==> src/mbtt_pkg.sv <==
package mbtt_pkg;

    localparam int DEPTH_DEFAULT = 8;
    localparam int SLOT_W = 6;
    localparam logic [31:0] TIMEOUT_RESET = 32'd3000;
    localparam logic [15:0] RETRY_RESET = 16'd100;
    localparam logic [15:0] TR_WRAP = 16'd65534;

    typedef enum logic [1:0] {
        OP_SUBMIT = 2'd0,
        OP_RESP   = 2'd1,
        OP_TICK   = 2'd2,
        OP_NOP    = 2'd3
    } t_op;

    typedef enum logic [2:0] {
        K_NONE   = 3'd0,
        K_SEND   = 3'd1,
        K_RETX   = 3'd2,
        K_GIVEUP = 3'd3,
        K_POS    = 3'd4,
        K_NEG    = 3'd5,
        K_FULL   = 3'd6,
        K_DUP    = 3'd7
    } t_kind;

    typedef enum logic [1:0] {
        CFG_TIMEOUT = 2'd0,
        CFG_RETRY   = 2'd1,
        CFG_ADDR    = 2'd2,
        CFG_PORT    = 2'd3
    } t_cfg_idx;

    typedef enum logic [2:0] {
        S_IDLE,
        S_SCAN,
        S_AGE,
        S_FINISH,
        S_OUT
    } t_state;

    // controller to datapath
    typedef struct packed {
        logic load;     // capture input word, clear scan
        logic clr_idx;  // restart slot walk
        logic step;     // examine one slot, advance
        logic age;      // age one slot, advance
        logic finish;   // form result, update table
        logic out_done; // result taken
    } t_cmd;

    // datapath to controller
    typedef struct packed {
        logic last;     // walk at final slot
        logic is_tick;
    } t_stat;

    typedef struct packed {
        logic [2:0]  kind;
        logic [5:0]  slot;
        logic [15:0] tr;
        logic [15:0] len;
        logic [7:0]  unit;
        logic [7:0]  fn;
        logic [15:0] addr;
        logic [15:0] cnt;
        logic [31:0] dst_addr;
        logic [15:0] dst_port;
    } t_result;

endpackage

==> src/mbtt_ctrl.sv <==
module mbtt_ctrl (
    input  logic           i_clk,
    input  logic           i_rst_n,
    input  logic           i_in_fire,
    input  logic           i_out_fire,
    input  mbtt_pkg::t_stat i_stat,
    output mbtt_pkg::t_cmd  o_cmd,
    output logic           o_in_ready,
    output logic           o_out_valid,
    output logic           o_idle
);
    import mbtt_pkg::*;

    t_state r_state, n_state;

    always_ff @(posedge i_clk) begin
        if (!i_rst_n) begin
            r_state <= S_IDLE;
        end else begin
            r_state <= n_state;
        end
    end

    always_comb begin
        n_state = r_state;
        o_cmd = '0;
        o_in_ready = 1'b0;
        o_out_valid = 1'b0;
        o_idle = 1'b0;
        unique case (r_state)
            S_IDLE: begin
                o_in_ready = 1'b1;
                o_idle = 1'b1;
                if (i_in_fire) begin
                    o_cmd.load = 1'b1;
                    n_state = S_SCAN;
                end
            end
            S_SCAN: begin
                o_cmd.step = 1'b1;
                if (i_stat.last) begin
                    o_cmd.clr_idx = 1'b1;
                    n_state = i_stat.is_tick ? S_AGE : S_FINISH;
                end
            end
            S_AGE: begin
                o_cmd.age = 1'b1;
                if (i_stat.last) n_state = S_FINISH;
            end
            S_FINISH: begin
                o_cmd.finish = 1'b1;
                n_state = S_OUT;
            end
            S_OUT: begin
                o_out_valid = 1'b1;
                if (i_out_fire) begin
                    o_cmd.out_done = 1'b1;
                    n_state = S_IDLE;
                end
            end
            default: n_state = S_IDLE;
        endcase
    end
endmodule

==> src/mbtt_dp.sv <==
module mbtt_dp #(
    parameter int TABLE_DEPTH = mbtt_pkg::DEPTH_DEFAULT
) (
    input  logic             i_clk,
    input  logic             i_rst_n,
    input  mbtt_pkg::t_cmd   i_cmd,
    output mbtt_pkg::t_stat  o_stat,
    input  logic             i_cfg_fire,
    input  logic [1:0]       i_cfg_idx,
    input  logic [31:0]      i_cfg_data,
    input  logic [1:0]       i_opcode,
    input  logic [7:0]       i_unit_id,
    input  logic [7:0]       i_fcode,
    input  logic [15:0]      i_first_reg,
    input  logic [15:0]      i_num_regs,
    input  logic [15:0]      i_transaction,
    input  logic [15:0]      i_protocol,
    input  logic [7:0]       i_rx_fcode,
    input  logic [7:0]       i_rx_byte1,
    input  logic [7:0]       i_rx_byte2,
    input  logic [7:0]       i_rx_byte3,
    input  logic [7:0]       i_rx_byte4,
    output mbtt_pkg::t_result o_result,
    output logic [$clog2(TABLE_DEPTH+1)-1:0] o_used
);
    import mbtt_pkg::*;

    localparam int IW = (TABLE_DEPTH > 1) ? $clog2(TABLE_DEPTH) : 1;
    localparam int CW = $clog2(TABLE_DEPTH + 1);
    localparam logic [IW-1:0] LAST = IW'(TABLE_DEPTH - 1);

    logic [31:0] r_timeout, r_srv_addr;
    logic [15:0] r_retry, r_srv_port;

    logic [TABLE_DEPTH-1:0] r_use;
    logic [15:0] r_e_tr   [TABLE_DEPTH];
    logic [7:0]  r_e_fn   [TABLE_DEPTH];
    logic [15:0] r_e_addr [TABLE_DEPTH];
    logic [15:0] r_e_cnt  [TABLE_DEPTH];
    logic [7:0]  r_e_unit [TABLE_DEPTH];
    logic [15:0] r_e_len  [TABLE_DEPTH];
    logic [47:0] r_e_srv  [TABLE_DEPTH];
    logic [31:0] r_e_wait [TABLE_DEPTH];
    logic [15:0] r_e_ret  [TABLE_DEPTH];

    logic [IW-1:0] r_head, r_scan, r_idx;
    logic [CW-1:0] r_used;
    logic [15:0] r_next_tr;

    // captured word
    logic [1:0]  r_op;
    logic [7:0]  r_unit, r_fn, r_rx, r_b1, r_b2, r_b3, r_b4;
    logic [15:0] r_addr, r_cnt, r_tr, r_proto, r_my_tr;

    // scan results
    logic r_hit, r_free_found;
    logic [IW-1:0] r_hit_idx, r_free_idx;

    t_result r_res;

    logic [15:0] w_tr_inc, w_len;
    logic        w_match;
    logic [IW-1:0] w_s;
    logic        w_head_ok, w_timeout, w_give;
    logic [15:0] w_ret_inc;
    logic [15:0] w_raddr, w_rcnt;
    logic [2:0]  w_rkind;

    assign w_tr_inc = r_next_tr + 16'd1;

    always_comb begin
        if (r_fn == 8'd3 || r_fn == 8'd6) w_len = 16'd6;
        else if (r_fn == 8'd16) w_len = 16'd6 + {r_cnt[14:0], 1'b0};
        else w_len = 16'd1;
    end

    // per-slot comparison at the walk index
    always_comb begin
        if (r_op == OP_SUBMIT)
            w_match = r_use[r_idx] && r_e_fn[r_idx] == r_fn && r_e_addr[r_idx] == r_addr
                      && r_e_cnt[r_idx] == r_cnt;
        else
            w_match = r_use[r_idx] && r_e_tr[r_idx] == r_tr;
    end

    assign w_head_ok = !r_use[r_head];
    assign w_s = (r_op == OP_SUBMIT) ? (w_head_ok ? r_head : r_free_idx)
               : (r_op == OP_RESP) ? r_hit_idx : r_scan;
    assign w_timeout = r_use[r_scan] && r_e_wait[r_scan] >= r_timeout;
    assign w_ret_inc = (r_e_ret[r_scan] != 16'hFFFF) ? r_e_ret[r_scan] + 16'd1
                                                     : r_e_ret[r_scan];
    assign w_give = w_ret_inc >= r_retry;

    always_comb begin
        if (r_rx == 8'd6 || r_rx == 8'd16) w_raddr = {r_b1, r_b2};
        else w_raddr = r_e_addr[r_hit_idx];
        if (r_rx == 8'd3) w_rcnt = {9'd0, r_b1[7:1]};
        else if (r_rx == 8'd6) w_rcnt = 16'd1;
        else if (r_rx == 8'd16) w_rcnt = {r_b3, r_b4};
        else w_rcnt = 16'd0;
        if (r_proto == 16'd0 && (r_e_fn[r_hit_idx] == r_rx ||
                                 r_e_fn[r_hit_idx] == {1'b0, r_rx[6:0]}))
            w_rkind = K_POS;
        else
            w_rkind = K_NEG;
    end

    assign o_stat.last = (r_idx == LAST);
    assign o_stat.is_tick = (r_op == OP_TICK);
    assign o_result = r_res;
    assign o_used = r_used;

    always_ff @(posedge i_clk) begin
        if (!i_rst_n) begin
            r_timeout <= TIMEOUT_RESET;
            r_retry <= RETRY_RESET;
            r_srv_addr <= '0;
            r_srv_port <= '0;
        end else if (i_cfg_fire) begin
            unique case (t_cfg_idx'(i_cfg_idx))
                CFG_TIMEOUT: r_timeout <= i_cfg_data;
                CFG_RETRY:   r_retry <= i_cfg_data[15:0];
                CFG_ADDR:    r_srv_addr <= i_cfg_data;
                CFG_PORT:    r_srv_port <= i_cfg_data[15:0];
                default: ;
            endcase
        end
    end

    // control state of the table
    always_ff @(posedge i_clk) begin
        if (!i_rst_n) begin
            r_use <= '0;
            r_head <= '0;
            r_scan <= '0;
            r_used <= '0;
            r_next_tr <= 16'd1;
            r_idx <= '0;
            r_hit <= 1'b0;
            r_free_found <= 1'b0;
        end else begin
            if (i_cmd.load) begin
                r_idx <= '0;
                r_hit <= 1'b0;
                r_free_found <= 1'b0;
                if (t_op'(i_opcode) == OP_SUBMIT) begin
                    r_next_tr <= (w_tr_inc >= TR_WRAP || w_tr_inc == 16'd0) ? 16'd1
                                                                            : w_tr_inc;
                end
            end
            if (i_cmd.clr_idx) r_idx <= '0;
            else if (i_cmd.step || i_cmd.age) r_idx <= (r_idx == LAST) ? '0 : r_idx + IW'(1);
            if (i_cmd.step) begin
                if (w_match && !r_hit) r_hit <= 1'b1;
                if (!r_use[r_idx] && !r_free_found) r_free_found <= 1'b1;
            end
            if (i_cmd.finish) begin
                unique case (t_op'(r_op))
                    OP_SUBMIT: begin
                        if (r_used < CW'(TABLE_DEPTH) && !r_hit &&
                            (w_head_ok || r_free_found)) begin
                            r_use[w_s] <= 1'b1;
                            r_used <= r_used + CW'(1);
                            r_head <= (w_s == LAST) ? '0 : w_s + IW'(1);
                        end
                    end
                    OP_RESP: begin
                        if (r_hit && r_proto == 16'd0) begin
                            r_use[r_hit_idx] <= 1'b0;
                            r_used <= r_used - CW'(1);
                        end
                    end
                    OP_TICK: begin
                        if (w_timeout && w_give) begin
                            r_use[r_scan] <= 1'b0;
                            r_used <= r_used - CW'(1);
                        end
                        r_scan <= (r_scan == LAST) ? '0 : r_scan + IW'(1);
                    end
                    default: ;
                endcase
            end
        end
    end

    // payload
    always_ff @(posedge i_clk) begin
        if (i_cmd.load) begin
            r_op <= i_opcode;
            r_unit <= i_unit_id;
            r_fn <= i_fcode;
            r_addr <= i_first_reg;
            r_cnt <= i_num_regs;
            r_tr <= i_transaction;
            r_proto <= i_protocol;
            r_rx <= i_rx_fcode;
            r_b1 <= i_rx_byte1;
            r_b2 <= i_rx_byte2;
            r_b3 <= i_rx_byte3;
            r_b4 <= i_rx_byte4;
            r_my_tr <= r_next_tr;
        end
        if (i_cmd.step) begin
            if (w_match && !r_hit) r_hit_idx <= r_idx;
            if (!r_use[r_idx] && !r_free_found) r_free_idx <= r_idx;
        end
        if (i_cmd.age && r_use[r_idx] && r_e_wait[r_idx] != 32'hFFFF_FFFF)
            r_e_wait[r_idx] <= r_e_wait[r_idx] + 32'd1;
        if (i_cmd.finish) begin
            unique case (t_op'(r_op))
                OP_SUBMIT: begin
                    if (r_used >= CW'(TABLE_DEPTH) || (!r_hit && !w_head_ok
                                                       && !r_free_found)) begin
                        r_res <= '{K_FULL, 6'd0, r_my_tr, w_len, r_unit, r_fn, r_addr,
                                   r_cnt, r_srv_addr, r_srv_port};
                    end else if (r_hit) begin
                        r_res <= '{K_DUP, 6'(r_hit_idx), r_my_tr, w_len, r_unit, r_fn,
                                   r_addr, r_cnt, r_srv_addr, r_srv_port};
                    end else begin
                        r_e_tr[w_s] <= r_my_tr;
                        r_e_fn[w_s] <= r_fn;
                        r_e_addr[w_s] <= r_addr;
                        r_e_cnt[w_s] <= r_cnt;
                        r_e_unit[w_s] <= r_unit;
                        r_e_len[w_s] <= w_len;
                        r_e_srv[w_s] <= {r_srv_addr, r_srv_port};
                        r_e_wait[w_s] <= '0;
                        r_e_ret[w_s] <= '0;
                        r_res <= '{K_SEND, 6'(w_s), r_my_tr, w_len, r_unit, r_fn, r_addr,
                                   r_cnt, r_srv_addr, r_srv_port};
                    end
                end
                OP_RESP: begin
                    if (r_hit)
                        r_res <= '{w_rkind, 6'(r_hit_idx), r_e_tr[r_hit_idx],
                                   r_e_len[r_hit_idx], r_e_unit[r_hit_idx], r_rx, w_raddr,
                                   w_rcnt, r_e_srv[r_hit_idx][47:16],
                                   r_e_srv[r_hit_idx][15:0]};
                    else
                        r_res <= '0;
                end
                OP_TICK: begin
                    if (w_timeout) begin
                        r_e_ret[r_scan] <= w_ret_inc;
                        r_e_wait[r_scan] <= '0;
                        r_res <= '{w_give ? K_GIVEUP : K_RETX, 6'(r_scan), r_e_tr[r_scan],
                                   r_e_len[r_scan], r_e_unit[r_scan], r_e_fn[r_scan],
                                   r_e_addr[r_scan], r_e_cnt[r_scan],
                                   r_e_srv[r_scan][47:16], r_e_srv[r_scan][15:0]};
                    end else begin
                        r_res <= '0;
                    end
                end
                default: r_res <= '0;
            endcase
        end
    end
endmodule

==> src/modbus_tcp_transaction_tracker_core.sv <==
// Modbus TCP transaction table. Each word is accepted in the idle state; a walk over every
// slot then does the match / duplicate / free-slot search, a second walk ages the slots for
// a tick, then the table is updated and the result is presented. One word is in flight at a
// time; results hold until taken.
module modbus_tcp_transaction_tracker_core #(
    parameter int TABLE_DEPTH = mbtt_pkg::DEPTH_DEFAULT
) (
    input  logic         i_clk,
    input  logic         i_rst_n,
    input  logic         s_axis_tvalid,
    output logic         s_axis_tready,
    // opcode[1:0] unit_id[9:2] fcode[17:10] first_reg[33:18] num_regs[49:34]
    // transaction[65:50] protocol[81:66] rx_fcode[89:82] rx_byte1[97:90]
    // rx_byte2[105:98] rx_byte3[113:106] rx_byte4[121:114], zero fill to 128
    input  logic [127:0] s_axis_tdata,
    output logic         m_axis_tvalid,
    input  logic         m_axis_tready,
    // slot[5:0] out_transaction[21:6] length[37:22] out_unit_id[45:38]
    // out_fcode[53:46] out_first_reg[69:54] out_num_regs[85:70]
    // dest_address[117:86] dest_port[133:118], zero fill to 136
    output logic [135:0] m_axis_tdata,
    // kind[2:0]
    output logic [2:0]   m_axis_tuser,
    input  logic         i_cfg_valid,
    output logic         o_cfg_ready,
    input  logic [1:0]   i_cfg_index,
    input  logic [31:0]  i_cfg_data
);
    import mbtt_pkg::*;

    t_cmd    w_cmd;
    t_stat   w_stat;
    t_result w_res;
    logic    w_idle;
    logic [$clog2(TABLE_DEPTH+1)-1:0] w_used;

    assign o_cfg_ready = 1'b1;

    mbtt_ctrl u_ctrl (
        .i_clk(i_clk), .i_rst_n(i_rst_n),
        .i_in_fire(s_axis_tvalid && s_axis_tready),
        .i_out_fire(m_axis_tvalid && m_axis_tready),
        .i_stat(w_stat), .o_cmd(w_cmd),
        .o_in_ready(s_axis_tready), .o_out_valid(m_axis_tvalid), .o_idle(w_idle)
    );

    mbtt_dp #(.TABLE_DEPTH(TABLE_DEPTH)) u_dp (
        .i_clk(i_clk), .i_rst_n(i_rst_n), .i_cmd(w_cmd), .o_stat(w_stat),
        .i_cfg_fire(i_cfg_valid && o_cfg_ready), .i_cfg_idx(i_cfg_index),
        .i_cfg_data(i_cfg_data),
        .i_opcode(s_axis_tdata[1:0]), .i_unit_id(s_axis_tdata[9:2]),
        .i_fcode(s_axis_tdata[17:10]), .i_first_reg(s_axis_tdata[33:18]),
        .i_num_regs(s_axis_tdata[49:34]), .i_transaction(s_axis_tdata[65:50]),
        .i_protocol(s_axis_tdata[81:66]), .i_rx_fcode(s_axis_tdata[89:82]),
        .i_rx_byte1(s_axis_tdata[97:90]), .i_rx_byte2(s_axis_tdata[105:98]),
        .i_rx_byte3(s_axis_tdata[113:106]), .i_rx_byte4(s_axis_tdata[121:114]),
        .o_result(w_res), .o_used(w_used)
    );

    assign m_axis_tuser = w_res.kind;
    assign m_axis_tdata = {2'b00, w_res.dst_port, w_res.dst_addr, w_res.cnt, w_res.addr,
                           w_res.fn, w_res.unit, w_res.len, w_res.tr, w_res.slot};

    a_used_range: assert property (@(posedge i_clk) disable iff (!i_rst_n)
        w_used <= ($clog2(TABLE_DEPTH+1))'(TABLE_DEPTH))
        else $error("used count beyond table depth");
    a_excl: assert property (@(posedge i_clk) disable iff (!i_rst_n)
        !(s_axis_tready && m_axis_tvalid))
        else $error("input ready while result pending");
    a_idle: assert property (@(posedge i_clk) disable iff (!i_rst_n)
        (m_axis_tvalid && m_axis_tready) |=> w_idle)
        else $error("not idle after result taken");
endmodule

==> config.mk <==
export PLATFORM = sky130hd
export DESIGN_NAME = modbus_tcp_transaction_tracker_core
export DESIGN_NICKNAME = d
export VERILOG_FILES = /design/src/mbtt_pkg.sv /design/src/mbtt_ctrl.sv /design/src/mbtt_dp.sv /design/src/modbus_tcp_transaction_tracker_core.sv
export SDC_FILE = /design/constraint.sdc
export NUM_CORES = 2
export LEC_CHECK = 0
export BUFFER_PORTS_ARGS = -buffer_cell sky130_fd_sc_hd__buf_4
export CAP_MARGIN = 20
export CORE_UTILIZATION = 55
export CTS_CLUSTER_DIAMETER = 60
export DETAILED_ROUTE_END_ITERATION = 10
export MAX_ROUTING_LAYER = met4
export PLACE_DENSITY = 0.72
export SYNTH_ARGS = -nofsm -noshare
export SYNTH_HDL_FRONTEND = slang
export SYNTH_SLANG_ARGS = --single-unit
export TNS_END_PERCENT = 20
==> constraint.sdc <==
create_clock -name i_clk -period 21.8 [get_ports i_clk]
set_input_delay 4.36 -clock i_clk [delete_from_list [all_inputs] [get_ports i_clk]]
set_output_delay 4.36 -clock i_clk [all_outputs]
set_load 0.02 [all_outputs]
Word-level counts from Yosys, hierarchy flattened

Memory sizes are Yosys's and may differ from the RTL's. A register that Yosys moved wholly into a read port is not among the register bits.
Index checks and enable logic that the tools add are counted.

Bits in registers: 419
Bits in writable memories: 1408
Bits of input ports: 167
Memories kept: 9

Add/subtract/negate cells: 9
$lt $le $gt $ge: 13
Equal/unequal tests: 33
Muxes and demuxes: 118
Bitwise logic cells: 6
Reductions and logical operators: 55

Memories:

| memory        | depth | bits a word | read ports | clocked after Yosys merged registers in | write ports | RTL line      | text |
|---|---|---|---|---|---|---|---|
| u_dp.r_e_srv  | 8     | 48          | 2          | 2                                       | 1           | mbtt_dp.sv:42 | `logic [47:0] r_e_srv [TABLE_DEPTH];` |
| u_dp.r_e_wait | 8     | 32          | 2          | 2                                       | 1           | mbtt_dp.sv:43 | `logic [31:0] r_e_wait [TABLE_DEPTH];` |
| u_dp.r_e_addr | 8     | 16          | 3          | 3                                       | 1           | mbtt_dp.sv:38 | `logic [15:0] r_e_addr [TABLE_DEPTH];` |
| u_dp.r_e_cnt  | 8     | 16          | 2          | 2                                       | 1           | mbtt_dp.sv:39 | `logic [15:0] r_e_cnt [TABLE_DEPTH];` |
| u_dp.r_e_len  | 8     | 16          | 2          | 2                                       | 1           | mbtt_dp.sv:41 | `logic [15:0] r_e_len [TABLE_DEPTH];` |
| u_dp.r_e_ret  | 8     | 16          | 1          | 1                                       | 1           | mbtt_dp.sv:44 | `logic [15:0] r_e_ret [TABLE_DEPTH];` |
| +3 memories   | n/a   | n/a         | n/a        | n/a                                     | n/a         | n/a           |  |

Operator list:

| operator                                                             | count |
|---|---|
| 137-bit two-way mux                                                  | 4 |
| 137-bit case mux with 3 select lines                                 | 1 |
| 3-bit two-way mux                                                    | 49 |
| 16-bit two-way mux                                                   | 9 |
| 32-bit two-way mux                                                   | 2 |
| 32-bit OR reduction                                                  | 2 |
| 16-bit == test                                                       | 3 |
| 1-bit two-way mux                                                    | 37 |
| 16-bit by 1-bit adder with 16-bit output, second input constant      | 2 |
| 32-bit by 1-bit adder with 32-bit output, second input constant      | 1 |
| 32-bit >= comparator                                                 | 1 |
| 16-bit logical NOT                                                   | 2 |
| 32-bit inequality test, second input constant                        | 1 |
| 8-bit two-way mux                                                    | 3 |
| 8-bit case mux with 3 select lines                                   | 1 |
| 1-bit logical AND                                                    | 21 |
| 3-bit by 4-bit < comparator with 1-bit output, second input constant | 5 |
| 3-bit by 16-bit adder with 16-bit output, first input constant       | 1 |
| 8-bit bitwise AND                                                    | 2 |
| 8-bit by 2-bit == test with 1-bit output, second input constant      | 2 |
| 8-bit by 3-bit == test with 1-bit output, second input constant      | 2 |
| 8-bit by 5-bit == test with 1-bit output, second input constant      | 2 |
| 8-bit == test                                                        | 2 |
| 16-bit >= comparator                                                 | 1 |
| 37 further kinds                                                     | 78 |

Depth between registers and ports, before layout

Word-level depth: 12
Gate-level depth with buffers: 21
Mapped depth without buffers: 18

By module

Synthesis repeated with hierarchy kept, for this count alone.

Cell total of the unflattened synthesis: 5443
Area, all modules: 87162.3 um^2

Modules (own cells, without submodules):

| module                              | instances | cells each | area each (um^2) | seq. area each (um^2) |
|---|---|---|---|---|
| mbtt_dp                             | 1         | 5413       | 86915.9          | 50948.9 |
| mbtt_ctrl                           | 1         | 23         | 203.9            | 60.1 |
| modbus_tcp_transaction_tracker_core | 1         | 7          | 42.5             | 0.0 |

Worst setup path after synthesis

OpenSTA, ideal clock, no wires.

Kind: reg2reg
Start: register u_ctrl.r_state[0]
End: memory u_dp.r_e_addr[5][0], enable pin
Library setup time: 0.617 ns
Arrival time: 18.227 ns
Required time: 21.183 ns
Setup slack: 2.956 ns
Stages on the path, launching flop included: 5
Clock period less this slack: 18.844 ns
Cells stage by stage: dfxtp_1 -> inv_1 -> nor3b_1 -> nand4b_1 -> nor2_1

Cells in the longest elaborated chain, start to end: 4

Ends and longest elaborated chain:

| item                                     | RTL line        | text |
|---|---|---|
| start: declaration                       | mbtt_ctrl.sv:14 | `t_state r_state, n_state;` |
| start signal: assignment                 | mbtt_ctrl.sv:20 | `r_state <= n_state;` |
| 3-bit by 2-bit == test with 1-bit output | mbtt_ctrl.sv:30 | `unique case (r_state)` |
| 1-bit two-way mux                        | mbtt_ctrl.sv:30 |  |
| 1-bit two-way mux                        | mbtt_dp.sv:209  | `if (i_cmd.finish) begin` |
| 1-bit two-way mux (implied by the code)  | mbtt_dp.sv:222  | `r_e_addr[w_s] <= r_addr;` |
| end: declaration                         | mbtt_dp.sv:38   |  |

Every way passes these cells.

==> results.json <==
{
  "status": "finished with violations",
  "violations": "DRC",
  "remaining_drc_errors": 24,
  "worstHoldStart": "u_dp.r_timeout[13]",
  "ir_drop_uv": 80.1,
  "rsz0062_at_grt": "false",
  "post_synth.cell_area_avg_sq_um": 16.5,
  "routedWlPerCell_um": 30.6,
  "min_period_ns": 7.45,
  "port_buffers": 296,
  "max_stage_delay_ns": 0.85,
  "clkTransAtPathRegs_ns": 0.06,
  "grt_use_total_pct": 30.6,
  "ys_seq_elements": 1833,
  "critPathLaunchType": "register",
  "max_cap_viol_count": 0,
  "core_sq_um": 154000,
  "vias": 51592,
  "r2r_cells": 16,
  "worst_path_max_delay_cell": "dfxtp_4",
  "finalSetupTns_ns": 0,
  "drt_iter0_drc": 7240,
  "reg2reg_slack_ns": 14.35,
  "cp.required_ns": 22.41,
  "criticalPathCategory": "register to register",
  "place_area_sq_um": 90000,
  "vias_per_cell": 6.75,
  "cts_root_buf": "clkbuf_16",
  "crit_fanout": 89,
  "die_x_um": 397,
  "drtPass1Iterations": 11,
  "syn_area_sq_um": 85800,
  "row_count": 144,
  "final_cell_area_sq_um": 96400,
  "holdBufCountCts": 0,
  "antenna_found_initial": 10,
  "clock.fmax_mhz": 134,
  "crit_chain": "buf_4, buf_12, buf_4, mux4_2, nand2_1, nand2_1, ha_1, nand4_1, nor3_1, a2bb2oi_1, a31o_2, a21boi_4, buf_4, buf_4, a222oi_1, nor2_1",
  "crit_path_end_kind": "register",
  "clkSinkCount": 1833,
  "placed_cells": 7273,
  "whs_endpoint": "u_dp.r_timeout[13]",
  "grt_first_pass_wirelength_mm": 341,
  "post-dp-hpwl_mm": 134,
  "ctsResizeCount": 0,
  "clock-skew-final_ns": 0.0364,
  "holdPathStages": 2,
  "crit_top_cell": "buf_4",
  "finalSetupViolations": 0,
  "ys_seq_area_share_pct": 62.5,
  "die_h_um": 397,
  "dieArea_sq_um": 158000,
  "grt_pass1_vias": 52168,
  "stdcell_count": 7639,
  "ant_nets": 0,
  "arrival_ns": 8.06,
  "synth_cell_types": 87,
  "final.period_utilization_pct": 34.2,
  "gp_congestion": 0.852,
  "insertion_delay_ns": 0.83,
  "critPathTopFamily": "buffers and inverters",
  "hold_path_class": "register to register",
  "hold_viol": 0,
  "pin_count": 309,
  "h-tree-depth": 4,
  "tritoncts": "built",
  "start_util_pct": 55.5,
  "layout-drive-gt1-share_pct": 28.6,
  "routed_wl_mm": 233,
  "post-cts-setup-buffers": 0,
  "cts_buffers": 191,
  "power_density_nw_per_um2": 76.6,
  "path_buf_inv": 5,
  "worst_pin_slew_ns": 1.21,
  "synth_top_flop_cell": "edfxtp_1",
  "syn2layout_area_growth_pct": 12.4,
  "p_leak_nw": 31.5,
  "reg2reg_to": "u_dp.o_result[21]",
  "ctsLongestPathBuffers": 3,
  "netlist_instances": 5188,
  "grt_max_degree": 134,
  "synth-edff-count": 1686,
  "final_max_slew_viol_count": 0,
  "hold_ws_ns": 0.455,
  "max_slew_margin_pct": 19.6,
  "grt_overflow": 0,
  "layout.nets": 5655,
  "synthArstFlopShare_pct": 0,
  "ys_warn_count": 0
}
-- cell type report --
| type | count | area (sq um) |
|---|---|---|
| multi-input combinational | 2917 | 30500 |
| tap | 2044 | 2560 |
| timing repair buffer | 397 | 3080 |
| clock inverter | 110 | 1160 |
| sequential | 1833 | 53600 |
| clock buffer | 248 | 5210 |
| inverter | 82 | 323 |
| antenna | 8 | 20.0 |
| fill | 10749 | 58000 |
-- synth_stat cells, types with 64 or more instances --
master | instances | area, sq um
mux2i_1 | 131 | 1310
nor2_1 | 255 | 957
mux2_2 | 107 | 1200
a21oi_1 | 139 | 696
xor2_1 | 64 | 561
edfxtp_1 | 1686 | 50600
mux4_2 | 738 | 16600
dfxtp_1 | 147 | 2940
ha_1 | 65 | 813
nand2_1 | 780 | 2930
inv_1 | 81 | 304
a222oi_1 | 130 | 1300
clkbuf_1 | 217 | 815
-- where the power goes --
part           internal (mW)  switching [mW]  leakage (nW)  total [mW]
Combinational         0.0798           0.127          11.8       0.207
Clock                   1.92            1.37          3.13        3.29
Sequential              3.85          0.0399          16.6        3.89
-- cells by family after synthesis --
kind of cell / share of synthesized area [%]
XOR/XNOR: 1.27
adder cells (fa/ha/maj): 0.972
other: 0.00876
flip-flops: 62.5
AO/OA/AOI/OAI: 3.81
buffers and inverters: 2.33
multiplexers: 22.8
AND/OR/NAND/NOR: 6.39
-- flip-flops by register name, summed over array words and instances, names as in the netlist, 32 cells and up, named ones only --
name	cells
u_dp.r_e_ret	128
u_dp.r_e_cnt	128
u_dp.r_e_addr	128
u_dp.r_timeout	32
u_dp.r_e_wait	256
u_dp.r_srv_addr	32
u_dp.r_e_unit	64
u_dp.r_e_len	128
u_dp.r_e_fn	64
u_dp.r_e_srv	384
u_dp.r_e_tr	128
u_dp.o_result	134
-- layout by cell type (no fill, tap or decap), types with 11 or more instances in the layout --
master	instances
buf_4	389
nor4_1	26
nand2_1	779
clkbuf_1	40
dfxtp_1	138
a21o_1	12
mux4_1	13
a21oi_1	139
nor3_1	20
ha_1	63
or4_1	12
and2_1	22
clkbuf_8	13
and3_1	15
nand4_1	17
clkinv_2	35
clkinv_1	26
nor2b_1	16
a222oi_1	130
or3_1	11
bufinv_16	19
edfxtp_1	1686
a22oi_1	17
inv_1	79
mux2_2	107
o21ai_0	45
nand2b_1	13
a31oi_1	13
mux4_2	738
xnor2_1	60
nand3_1	30
xor2_1	64
o211ai_1	12
nor2_1	246
clkbuf_16	195
mux2i_1	131
-- worst max-delay path by stage --
stage | startpoint | endpoint | slack, ns | depth (start not counted)
after floorplan | u_ctrl.r_state[0] | u_dp.r_e_addr[5][0] | 2.96 | 4
after global placement | register | u_dp.o_result[21] | 14.32 | 16
after detailed placement | register | u_dp.o_result[21] | 14.25 | 16
after CTS | register | u_dp.o_result[21] | 14.25 | 16
after global routing | register | u_dp.o_result[21] | 13.84 | 16
final | register | u_dp.o_result[21] | 14.35 | 16
-- stage by stage --
| stage | total power, mW | util, % | worst slack (ns) |
|---|---|---|---|
| 2_1_floorplan | 4.07 | - | 2.96 |
| 3_3_place_gp | 4.16 | 58.3 | 14.32 |
| 3_5_place_dp | 4.16 | 58.3 | 14.25 |
| 4_1_cts | 7.41 | 62.4 | 14.25 |
| 5_1_grt | 7.56 | 62.4 | 13.84 |
| 6_report | 7.38 | 62.4 | 14.35 |
-- worst min-delay path: cells and delay by family (launching register included) --
| family | cells | cell delay [ns] |
|---|---|---|
| simple gates | 1 | 0.05 |
| flops | 1 | 0.31 |
| compound gates | 1 | 0.05 |
-- per-layer routing --
metal  vias up  track usage [%]  part of all wire [%]
met1     26647             40.2                    37
met4         0             13.0                   4.3
met3       470             5.92                    11
li1      21396                -                     -
met2      3079             47.0                    48
met5         -                -                     0
Power figures use the tool's default switching activity.
